--- src/hw/rtl/pree_pkg.sv ---
// Shared types and constants for the palette range edit engine.
`default_nettype none
package pree_pkg;
    typedef enum logic [2:0] {
        REQ_WRITE  = 3'd0,
        REQ_READ   = 3'd1,
        REQ_GRAD   = 3'd2,
        REQ_INVERT = 3'd3,
        REQ_DEDUCT = 3'd4
    } t_req;

    localparam logic [0:0] CFG_ENABLES = 1'b0;
    localparam logic [0:0] CFG_ALPHA   = 1'b1;

    typedef enum logic [3:0] {
        ST_CLEAR, ST_IDLE, ST_RD_LO, ST_RD_HI, ST_WALK_RD, ST_WALK_WAIT,
        ST_DIV, ST_WALK_WR, ST_RESULT
    } t_state;

    // Controller to datapath commands.
    typedef struct packed {
        logic load;      // capture request fields
        logic rd_lo;     // read range low end
        logic rd_hi;     // read range high end
        logic rd_cur;    // read the current entry
        logic cap_lo;    // latch low end color
        logic cap_hi;    // latch high end color
        logic cap_cur;   // latch current entry color
        logic div_start; // start the four channel divisions
        logic wr_cur;    // write back the current entry
        logic step;      // advance the walk index
        logic clr_wr;    // clearing pass write
        logic wr_req;    // direct write request
        logic out_load;  // load the result register
    } t_cmd;

    typedef struct packed {
        logic walk_done; // the current write-back is the last one of the walk
        logic div_done;
        logic clr_done;
        logic grad_empty;
    } t_status;
endpackage
`default_nettype wire

--- src/hw/rtl/pree_ctrl.sv ---
// Sequencing state machine for the palette range edit engine.
`default_nettype none
module pree_ctrl (
    input  wire logic              i_clk,
    input  wire logic              i_rst_n,
    input  wire logic              i_in_valid,
    input  wire logic [2:0]        i_req,
    output logic                   o_in_ready,
    output logic                   o_out_valid,
    input  wire logic              i_out_ready,
    input  wire pree_pkg::t_status i_status,
    output pree_pkg::t_cmd         o_cmd
);
    import pree_pkg::*;

    t_state r_state, n_state;
    logic [2:0] r_req;
    logic r_out_valid, n_out_valid;

    always_ff @(posedge i_clk) begin
        if (!i_rst_n) begin
            r_state     <= ST_CLEAR;
            r_out_valid <= 1'b0;
            r_req       <= '0;
        end else begin
            r_state     <= n_state;
            r_out_valid <= n_out_valid;
            if (o_in_ready && i_in_valid) begin
                r_req <= i_req;
            end
        end
    end

    assign o_out_valid = r_out_valid;

    always_comb begin
        n_state     = r_state;
        n_out_valid = r_out_valid && !i_out_ready;
        o_cmd       = '0;
        o_in_ready  = 1'b0;
        case (r_state)
            ST_CLEAR: begin
                o_cmd.clr_wr = 1'b1;
                if (i_status.clr_done) begin
                    n_state = ST_IDLE;
                end
            end
            ST_IDLE: begin
                o_in_ready = 1'b1;
                if (i_in_valid) begin
                    o_cmd.load = 1'b1;
                    case (i_req)
                        REQ_WRITE: begin
                            o_cmd.wr_req = 1'b1;
                            n_state = ST_RESULT;
                        end
                        REQ_READ: n_state = ST_RD_LO;
                        REQ_GRAD: n_state = ST_RD_LO;
                        REQ_INVERT, REQ_DEDUCT: n_state = ST_WALK_RD;
                        default: n_state = ST_RESULT;
                    endcase
                end
            end
            ST_RD_LO: begin
                o_cmd.rd_lo = 1'b1;
                n_state = (r_req == REQ_READ) ? ST_WALK_WAIT : ST_RD_HI;
            end
            ST_RD_HI: begin
                o_cmd.rd_hi  = 1'b1;
                o_cmd.cap_lo = 1'b1;
                n_state = ST_WALK_RD;
            end
            ST_WALK_RD: begin
                if (r_req == REQ_GRAD) begin
                    o_cmd.cap_hi = 1'b1;
                    o_cmd.step   = 1'b1;
                    n_state = i_status.grad_empty ? ST_RESULT : ST_WALK_WAIT;
                end else begin
                    // An inclusive range always holds at least one entry.
                    o_cmd.rd_cur = 1'b1;
                    n_state = ST_WALK_WAIT;
                end
            end
            ST_WALK_WAIT: begin
                if (r_req == REQ_READ) begin
                    o_cmd.cap_cur = 1'b1;
                    n_state = ST_RESULT;
                end else begin
                    o_cmd.rd_cur = 1'b1;
                    if (r_req == REQ_GRAD) begin
                        o_cmd.div_start = 1'b1;
                        n_state = ST_DIV;
                    end else begin
                        n_state = ST_WALK_WR;
                    end
                end
            end
            ST_DIV: begin
                o_cmd.rd_cur = 1'b1;
                if (i_status.div_done) begin
                    n_state = ST_WALK_WR;
                end
            end
            ST_WALK_WR: begin
                o_cmd.cap_cur = 1'b1;
                o_cmd.wr_cur  = 1'b1;
                o_cmd.step    = 1'b1;
                if (i_status.walk_done) begin
                    n_state = ST_RESULT;
                end else begin
                    n_state = ST_WALK_WAIT;
                end
            end
            ST_RESULT: begin
                if (!r_out_valid || i_out_ready) begin
                    o_cmd.out_load = 1'b1;
                    n_out_valid = 1'b1;
                    n_state = ST_IDLE;
                end
            end
            default: n_state = ST_IDLE;
        endcase
    end
endmodule
`default_nettype wire

--- config.mk ---
export PLATFORM = sky130hd
export DESIGN_NAME = pree_ctrl
export DESIGN_NICKNAME = d
export VERILOG_FILES = /design/src/hw/rtl/pree_pkg.sv /design/src/hw/rtl/pree_ctrl.sv
export SDC_FILE = /design/constraint.sdc
export NUM_CORES = 1
export LEC_CHECK = 0
export ABC_CLOCK_PERIOD_IN_PS = 2790
export BUFFER_PORTS_ARGS = -buffer_cell sky130_fd_sc_hd__buf_4
export CAP_MARGIN = 20
export CORE_ASPECT_RATIO = 1.25
export CORE_UTILIZATION = 28
export DETAILED_ROUTE_END_ITERATION = 8
export HOLD_SLACK_MARGIN = 0.05
export PLACE_DENSITY = 0.47
export SLEW_MARGIN = 20
export SYNTH_ARGS = -nofsm -noshare
export SYNTH_HDL_FRONTEND = slang
export SYNTH_SLANG_ARGS = --single-unit
--- constraint.sdc ---
create_clock -name i_clk -period 2.79 [get_ports i_clk]
set_input_delay 0.558 -clock i_clk [delete_from_list [all_inputs] [get_ports i_clk]]
set_output_delay 0.558 -clock i_clk [all_outputs]
set_load 0.02 [all_outputs]
; Word-level counts from Yosys, hierarchy flattened
; Index checks and enable logic that the tools add are counted.
[word_totals]
wordCells = 67
inputBits = 11
ff_bits = 8
output_inout_bits = 15
ramBits = 0
mem_count = 0
mem_bits_ro = 0
latch_bits = 0
[classes]
n_reduce_logical = 10
mux = 36
n_div = 0
multipliers = 0
addsub = 0
order_cmp = 0
shift = 0
bitwise = 0
n_eq_ne = 18
[ops]
columns = cell, n
row1 = 4-bit one-hot mux with 9 select lines, 1
row2 = 4-bit two-way mux, 8
row3 = 1-bit two-way mux, 22
row4 = 4-bit by 3-bit == test with 1-bit output (second input constant), 4
row5 = 3-bit by 2-bit == test with 1-bit output (second input constant), 3
row6 = 4-bit by 2-bit == test with 1-bit output (second input constant), 2
row7 = 2-bit != test (second input constant), 4
row8 = 4-bit one-hot mux with 2 select lines, 1
row9 = 3-bit by 1-bit == test with 1-bit output (second input constant), 2
row10 = 4-bit by 1-bit == test with 1-bit output (second input constant), 1
row11 = 4-bit == test (second input constant), 1
row12 = 4-bit logical NOT, 1
row13 = 1-bit one-hot mux with 2 select lines, 2
row14 = 4-bit AND reduction, 1
row15 = 2-bit OR reduction, 2
row16 = 3-bit == test (second input constant), 1
row17 = 3-bit logical NOT, 1
row18 = 3-bit two-way mux, 1
row19 = 1-bit one-hot mux with 3 select lines, 1
row20 = 1-bit logical AND, 2
row21 = 1-bit logical NOT, 2
row22 = 1-bit logical OR, 1

; Depth between registers and ports, before layout
; Gate-level depths: netlist of the first run.
[depth]
depth_word = 5
depth_mapped = 5
mapped_depth_nobuf = 4

; Least setup slack after synthesis of the first run
; OpenSTA, ideal clock, no wires.
[synth_timing]
path_type = register to output
startpoint = reg r_state[2]
endpoint = out o_cmd[3] (netlist name)
required_ps = 2232
path_slack_ps = 581
stages_incl_launch_ff = 6
arrival_ps = 1651
path_buffers = 1
path_cell_list = dfxtp_1 clkbuf_1 nor2b_1 nand2_1 nor3_1 or2_2
[synth_rtl]
columns = element, line
row1 = from (decl), pree_ctrl.sv:16  ; t_state r_state, n_state;
row2 = from (signal assigned), pree_ctrl.sv:26  ; r_state <= n_state;
row3 = to (decl), pree_ctrl.sv:12  ; output pree_pkg::t_cmd o_cmd

==> results.sh, run 1 <==
export IMPL_status="completed"
export IMPL_finClkSkew_ns=0.005277
export IMPL_fmax_mhz=421.1
export IMPL_cts_htree_levels=1
export IMPL_slew_violations=0
export IMPL_rr_startpoint="r_state[1]"
export IMPL_min_period_ns=2.375
export IMPL_initial_utilization=0.2923
export IMPL_cap_violations=0
export IMPL_cts_clk_slew_worst_paths_ns=0.05
export IMPL_path_depth=5
export IMPL_crit_path_start="r_state[2]"
export IMPL_crit_buf_inv=1
export IMPL_cts_tree="yes"
export IMPL_path_cells="nor2b_1 -> nand2_1 -> nor3_1 -> or2_2 -> buf_4"
export IMPL_grt_total_usage=0.1577
export IMPL_cpPeakStageDelay_ns=0.72
export IMPL_synth_nets=105
export IMPL_rows=20
export IMPL_nFillCells=269
export IMPL_r2r_end="r_state[0]"
export IMPL_yosysWarnings=0
export IMPL_setup_tns_ns=0
export IMPL_dieWidth_um=47.02
export IMPL_synthDistinctLibCells=42
export IMPL_wl_per_cell_um=12.91
export IMPL_netlist_area_um2=709.4
export IMPL_fin_area_um2=929.6
export IMPL_syn_inst=94
export IMPL_slowest_stage="dfxtp_1"
export IMPL_dp_hpwl_um=1478
export IMPL_layout_drive_gt1_share=0.2957
export IMPL_numPortBuffers=25
export IMPL_cts_buffer_depth=2
export IMPL_postCtsSetupBuffers=0
export IMPL_drc=0
export IMPL_cp_end_kind="primary output"
export IMPL_drtIter0Drc=15
export IMPL_post_cts_resized=0
export IMPL_synth_area_per_cell_um2=7.547
export IMPL_min_path_type="register to register"
export IMPL_finalHoldViolations=0
export IMPL_io_pin_count=26
export IMPL_reg2reg_slack_ns=1.12
export IMPL_die_y_um=58.28
export IMPL_cts_inserted_buffers=3
export IMPL_diodes=0
export IMPL_crit_family="flip-flops"
export IMPL_grt_pass1_vias=692
export IMPL_vias=745
export IMPL_syn_to_final_growth_pct=31.04
export IMPL_crit_path_end="o_cmd[3]"
export IMPL_yosysSeqAreaShare=0.2257
export IMPL_peakVddDrop_mv=0.1775
export IMPL_grt_max_degree=20
export IMPL_cp_arrival_ns=1.82
export IMPL_clock_latency_ns=0.25
export IMPL_critPathRequiredTime_ns=2.23
export IMPL_routed_via_density=5.034
export IMPL_core_um2=2427
export IMPL_start_kind="register"
export IMPL_finalSetupViolCount=0
export IMPL_fin_util=0.3830
export IMPL_drt_pass1_iterations=4
export IMPL_critPathMaxFanout=18
export IMPL_hold_buffers=0
export IMPL_ant_nets=0
export IMPL_die_area_um2=2740
export IMPL_p_leak_nw=0.3975
export IMPL_clock_sinks=8
export IMPL_fin_crit_sh=0.8511
export IMPL_rsz0062_at_grt="false"
export IMPL_power_density_nw_per_um2=305.4
export IMPL_place_gp_congestion=0.7269
export IMPL_ys_seq_elements=8
export IMPL_dpl_cell_area_um2=907.1
export IMPL_routed_wl_um=1910
export IMPL_fin_nets=128
export IMPL_cts_root_buf="clkbuf_4"
export IMPL_tightest_slew_ns=0.7251
export IMPL_ff2ff_path_depth=4
export IMPL_crit_type="register to primary output"
export IMPL_grt_pass1_wl_um=3180
export IMPL_antenna_found_initial=0
export IMPL_maxSlewHeadroom=0.5160
export IMPL_grt_ovfl_total=0
[logic make-up (layout without fill, tap and decap cells)]
group / after synthesis / in the layout / synth area share
simple gates: 50 / 50 / 0.4339
xor+xnor: 2 / 2 / 0.02470
flops: 8 / 8 / 0.2257
buf+inv: 10 / 31 / 0.06526
compound gates: 24 / 24 / 0.2505
[how the worst min path moves through the flow]
| stage | startpoint | end | slack (ns) | cells after the start |
|---|---|---|---|---|
| 2_1_floorplan | r_req[1] | r_req[1] | 0.48 | 2 |
| 3_3_place_gp | r_req[1] | r_req[1] | 0.50 | 2 |
| 3_5_place_dp | r_req[1] | r_req[1] | 0.50 | 2 |
| 4_1_cts | r_req[1] | r_req[1] | 0.51 | 2 |
| 5_1_grt | i_rst_n | o_out_valid | 0.56 | 2 |
| 6_report | r_req[1] | r_req[1] | 0.51 | 2 |
[layout by cell type, fill, tap and decap left out, types with 2 or more instances in the layout]
master,netlist,layout
o21ai_0,2,2
nor2b_1,4,4
o21a_1,2,2
buf_4,1,26
nor3b_1,4,4
and3_1,3,3
clkbuf_4,0,3
a21oi_1,4,4
nand2b_1,5,5
dfxtp_1,8,8
nand3_1,3,3
nor3_1,7,7
a21boi_0,2,2
nand2_1,9,9
inv_1,2,2
nor2_1,5,5
a31oi_1,2,2
[sequential cells by signal, summed over array words and instances, names as in the netlist]
name,flops
o_out_valid,1
r_req,3
r_state,4
[area by class of cell]
type / instances / area (um2) / area share
Clock buffer: 3 / 22.52 / 0.02423
Inverter: 2 / 7.507 / 0.008075
Sequential cell: 8 / 160.2 / 0.1723
Timing Repair Buffer: 26 / 195.2 / 0.2100
Tap cell: 33 / 41.29 / 0.04441
Multi-Input combinational cell: 76 / 503.0 / 0.5410
[Yosys cell counts, drive strengths merged]
library cell	instances	area share
nand2	9	0.048
dfxtp	8	0.23
nor3	7	0.049
buf	5	0.039
nand2b	5	0.044
nor2	5	0.026
a21oi	4	0.028
nor2b	4	0.035
nor3b	4	0.042
a21boi	3	0.032
and3	3	0.026
clkbuf	3	0.016
nand3	3	0.021
nor4b	3	0.067
o21ai	3	0.021
a31oi	2	0.018
inv	2	0.011
o21a	2	0.021
a211o	1	0.012
a221oi	1	0.012
a32oi	1	0.012
and3b	1	0.012
nand3b	1	0.011
nand4	1	0.0088
nor4	1	0.0088
o211a	1	0.014
o211ai	1	0.011
o21bai	1	0.011
o2bb2ai	1	0.012
o311ai	1	0.023
o31ai	1	0.011
o41ai	1	0.012
or2	1	0.0088
or3	1	0.0088
or3b	1	0.016
xnor2	1	0.012
xor2	1	0.012
[routing by layer]
metal / track usage / wire length (um) / share of wire
met5: 0 / 0 / 0
met4: 0.03673 / 0 / 0
met3: 0.02804 / 65 / 0.034
met2: 0.2599 / 995 / 0.52
met1: 0.2087 / 849 / 0.44
[worst reg2reg max path: stages, from the launching register on]
cell and delay (ns):
dfxtp_1 0.78, inv_1 0.17, a31oi_1 0.25, o21ai_0 0.22
a31oi_1 0.18
[where the power goes]
part           internal, mW  switching, mW
clock network        0.0490         0.0357
logic                0.0367         0.0361
registers             0.118        0.00835
total                 0.204         0.0801
[through the flow]
step	power (mW)	hold slack, ns	setup slack [ns]	std cells
finish	0.2839	0.5138	0.4154	148
floorplan	0.1702	0.4810	0.5813	94
global route	0.3083	0.5590	0.2150	148
CTS	0.2871	0.5147	0.4188	148
detailed placement	0.2016	0.5046	0.6890	145
global placement	0.2021	0.5006	0.7524	145
(Power assumes the default switching activity.)
==> inputs of run 2 (changes only) <==
--- a/config.mk
+++ b/config.mk
@@ -6,8 +6,7 @@
 export NUM_CORES = 1
 export LEC_CHECK = 0
 export ABC_CLOCK_PERIOD_IN_PS = 2790
-export BUFFER_PORTS_ARGS = -buffer_cell sky130_fd_sc_hd__buf_4
-export CAP_MARGIN = 20
+export BUFFER_PORTS_ARGS = -buffer_cell sky130_fd_sc_hd__clkbuf_2
 export CORE_ASPECT_RATIO = 1.25
 export CORE_UTILIZATION = 28
 export DETAILED_ROUTE_END_ITERATION = 8
==> results.sh, run 2 (synthesis gave the netlist of run 1 again) <==
export IMPL_setup_tns_ns=0
export IMPL_syn_to_final_growth_pct=22.22
export IMPL_post_cts_resized=0
export IMPL_grt_ovfl_total=0
export IMPL_switching_share=0.2978
export IMPL_cp_arrival_ns=1.78
export IMPL_worstHoldPathCells=2
export IMPL_fin_area_um2=867.1
export IMPL_regMostFlops="r_state"
export IMPL_hold_slack_ns=0.5139
export IMPL_place_gp_congestion=0.7889
export IMPL_cap_violations=0
export IMPL_fin_nets=128
export IMPL_io_pin_count=26
export IMPL_drc=0
export IMPL_grt_max_degree=21
export IMPL_crit_type="register to primary output"
export IMPL_peakVddDrop_mv=0.2587
export IMPL_fin_crit_sh=0.8388
export IMPL_fin_util=0.3572
export IMPL_path_cells="nor2b_1 -> nand2_1 -> nor3_1 -> or2_2 -> clkbuf_2"
export IMPL_wl_per_cell_um=12.78
export IMPL_grt_pass1_vias=670
export IMPL_drtIter0Drc=9
export IMPL_crit_path_start="r_state[2]"
export IMPL_min_path_type="register to register"
export IMPL_cts_htree_levels=1
export IMPL_grt_pass1_wl_um=2960
export IMPL_routed_wl_um=1892
export IMPL_cpPeakStageDelay_ns=0.71
export IMPL_largest_reg_flops=4
export IMPL_place_inst=145
export IMPL_dieWidth_um=47.02
export IMPL_maxSlewHeadroom=0.5527
export IMPL_critPathRequiredTime_ns=2.23
export IMPL_power_frac_seq=0.436
export IMPL_vias=745
export IMPL_antenna_found_initial=0
export IMPL_pwr_share_comb=0.248
export IMPL_numPortBuffers=25
export IMPL_fmax_mhz=427.3
export IMPL_die_area_um2=2740
export IMPL_intPower_mw=0.1975
export IMPL_power_switching_mw=0.08377
export IMPL_reg2reg_slack_ns=1.15
export IMPL_clock_sinks=8
export IMPL_grt_total_usage=0.1503
export IMPL_cts_buffer_depth=2
export IMPL_ant_nets=0
export IMPL_cts_root_buf="clkbuf_4"
export IMPL_hold_buffers=0
export IMPL_start_kind="register"
export IMPL_rsz0062_at_grt="false"
export IMPL_min_period_ns=2.340
export IMPL_slowest_stage="dfxtp_1"
export IMPL_cp_end_kind="primary output"
export IMPL_dpl_cell_area_um2=844.6
export IMPL_r2r_end="r_state[0]"
export IMPL_critPathMaxFanout=18
export IMPL_rows=20
export IMPL_diodes=0
export IMPL_final_cell_mix="25 x clkbuf_2, 9 x nand2_1, 8 x dfxtp_1"
export IMPL_fin_cells=148
export IMPL_cts_tree="yes"
export IMPL_dp_hpwl_um=1454
export IMPL_holdPathEnd="r_req[1]"
export IMPL_finClkSkew_ns=0.007016
export IMPL_routed_via_density=5.034
export IMPL_status="completed"
export IMPL_min_from="r_req[1]"
export IMPL_die_y_um=58.28
export IMPL_final_common_cell="clkbuf_2"
export IMPL_core_um2=2427
export IMPL_clock_latency_ns=0.25
export IMPL_postCtsSetupBuffers=0
export IMPL_initial_utilization=0.2923
export IMPL_rr_startpoint="r_req[1]"
export IMPL_drt_pass1_iterations=4
export IMPL_ff2ff_path_depth=4
export IMPL_layout_drive_gt1_share=0.2957
export IMPL_p_clk_frac=0.317
export IMPL_p_leak_nw=0.3792
export IMPL_tightest_slew_ns=0.6700
export IMPL_finalSetupViolCount=0
export IMPL_cts_clk_slew_worst_paths_ns=0.05
export IMPL_cts_inserted_buffers=3
export IMPL_finalHoldViolations=0
export IMPL_power_density_nw_per_um2=324.4
export IMPL_slew_violations=0
run 2: cell types whose count changed in the layout (fill, tap and decap cells not counted), sizes merged:
cell,before,now
buf,26,1
clkbuf,3,28
run 2: power by group through the flow:
stage | logic (mW) | clock network [mW] | registers, mW
2_1_floorplan | 0.0472 | 0 | 0.123
3_3_place_gp | 0.0697 | 0 | 0.125
3_5_place_dp | 0.0696 | 0 | 0.125
4_1_cts | 0.0699 | 0.0939 | 0.123
5_1_grt | 0.0773 | 0.100 | 0.123
6_report | 0.0696 | 0.0891 | 0.123
run 2: area by class of cell:
cell class / count / area, um2
Inverter: 2 / 7.507
Timing Repair Buffer: 26 / 132.6
Clock buffer: 3 / 22.52
Tap cell: 33 / 41.29
Multi-Input combinational cell: 76 / 503.0
Sequential cell: 8 / 160.2
Fill cell: 269 / 1560
run 2: worst max-delay path, delay by kind of cell, from the launching register on:
family        cells  cell delay, ns
buf+inv           1            0.15
flops             1            0.71
simple gates      4            0.68
run 2: metrics by stage:
| stage | power, mW | worst slack, ns |
|---|---|---|
| 4_1_cts | 0.2863 | 0.4492 |
| 3_5_place_dp | 0.1946 | 0.7259 |
| 2_1_floorplan | 0.1702 | 0.5813 |
| 6_report | 0.2813 | 0.4497 |
| 3_3_place_gp | 0.1945 | 0.7494 |
| 5_1_grt | 0.3006 | 0.2733 |
run 2: worst max path at each step:
stage,slack [ns],end
2_1_floorplan,0.58,o_cmd[3]
3_3_place_gp,0.75,o_cmd[3]
3_5_place_dp,0.73,o_cmd[3]
4_1_cts,0.45,o_cmd[3]
5_1_grt,0.27,o_cmd[3]
6_report,0.45,o_cmd[3]
run 2: metal layers:
layer | GRT usage | wire [um] | part of all wire | vias up
met2 | 0.2560 | 976 | 0.52 | 19
met4 | 0.04898 | 34 | 0.018 | 0
li1 | - | - | - | 390
met1 | 0.1723 | 816 | 0.43 | 332
met5 | 0 | 0 | 0 | -
met3 | 0.04673 | 65 | 0.034 | 4
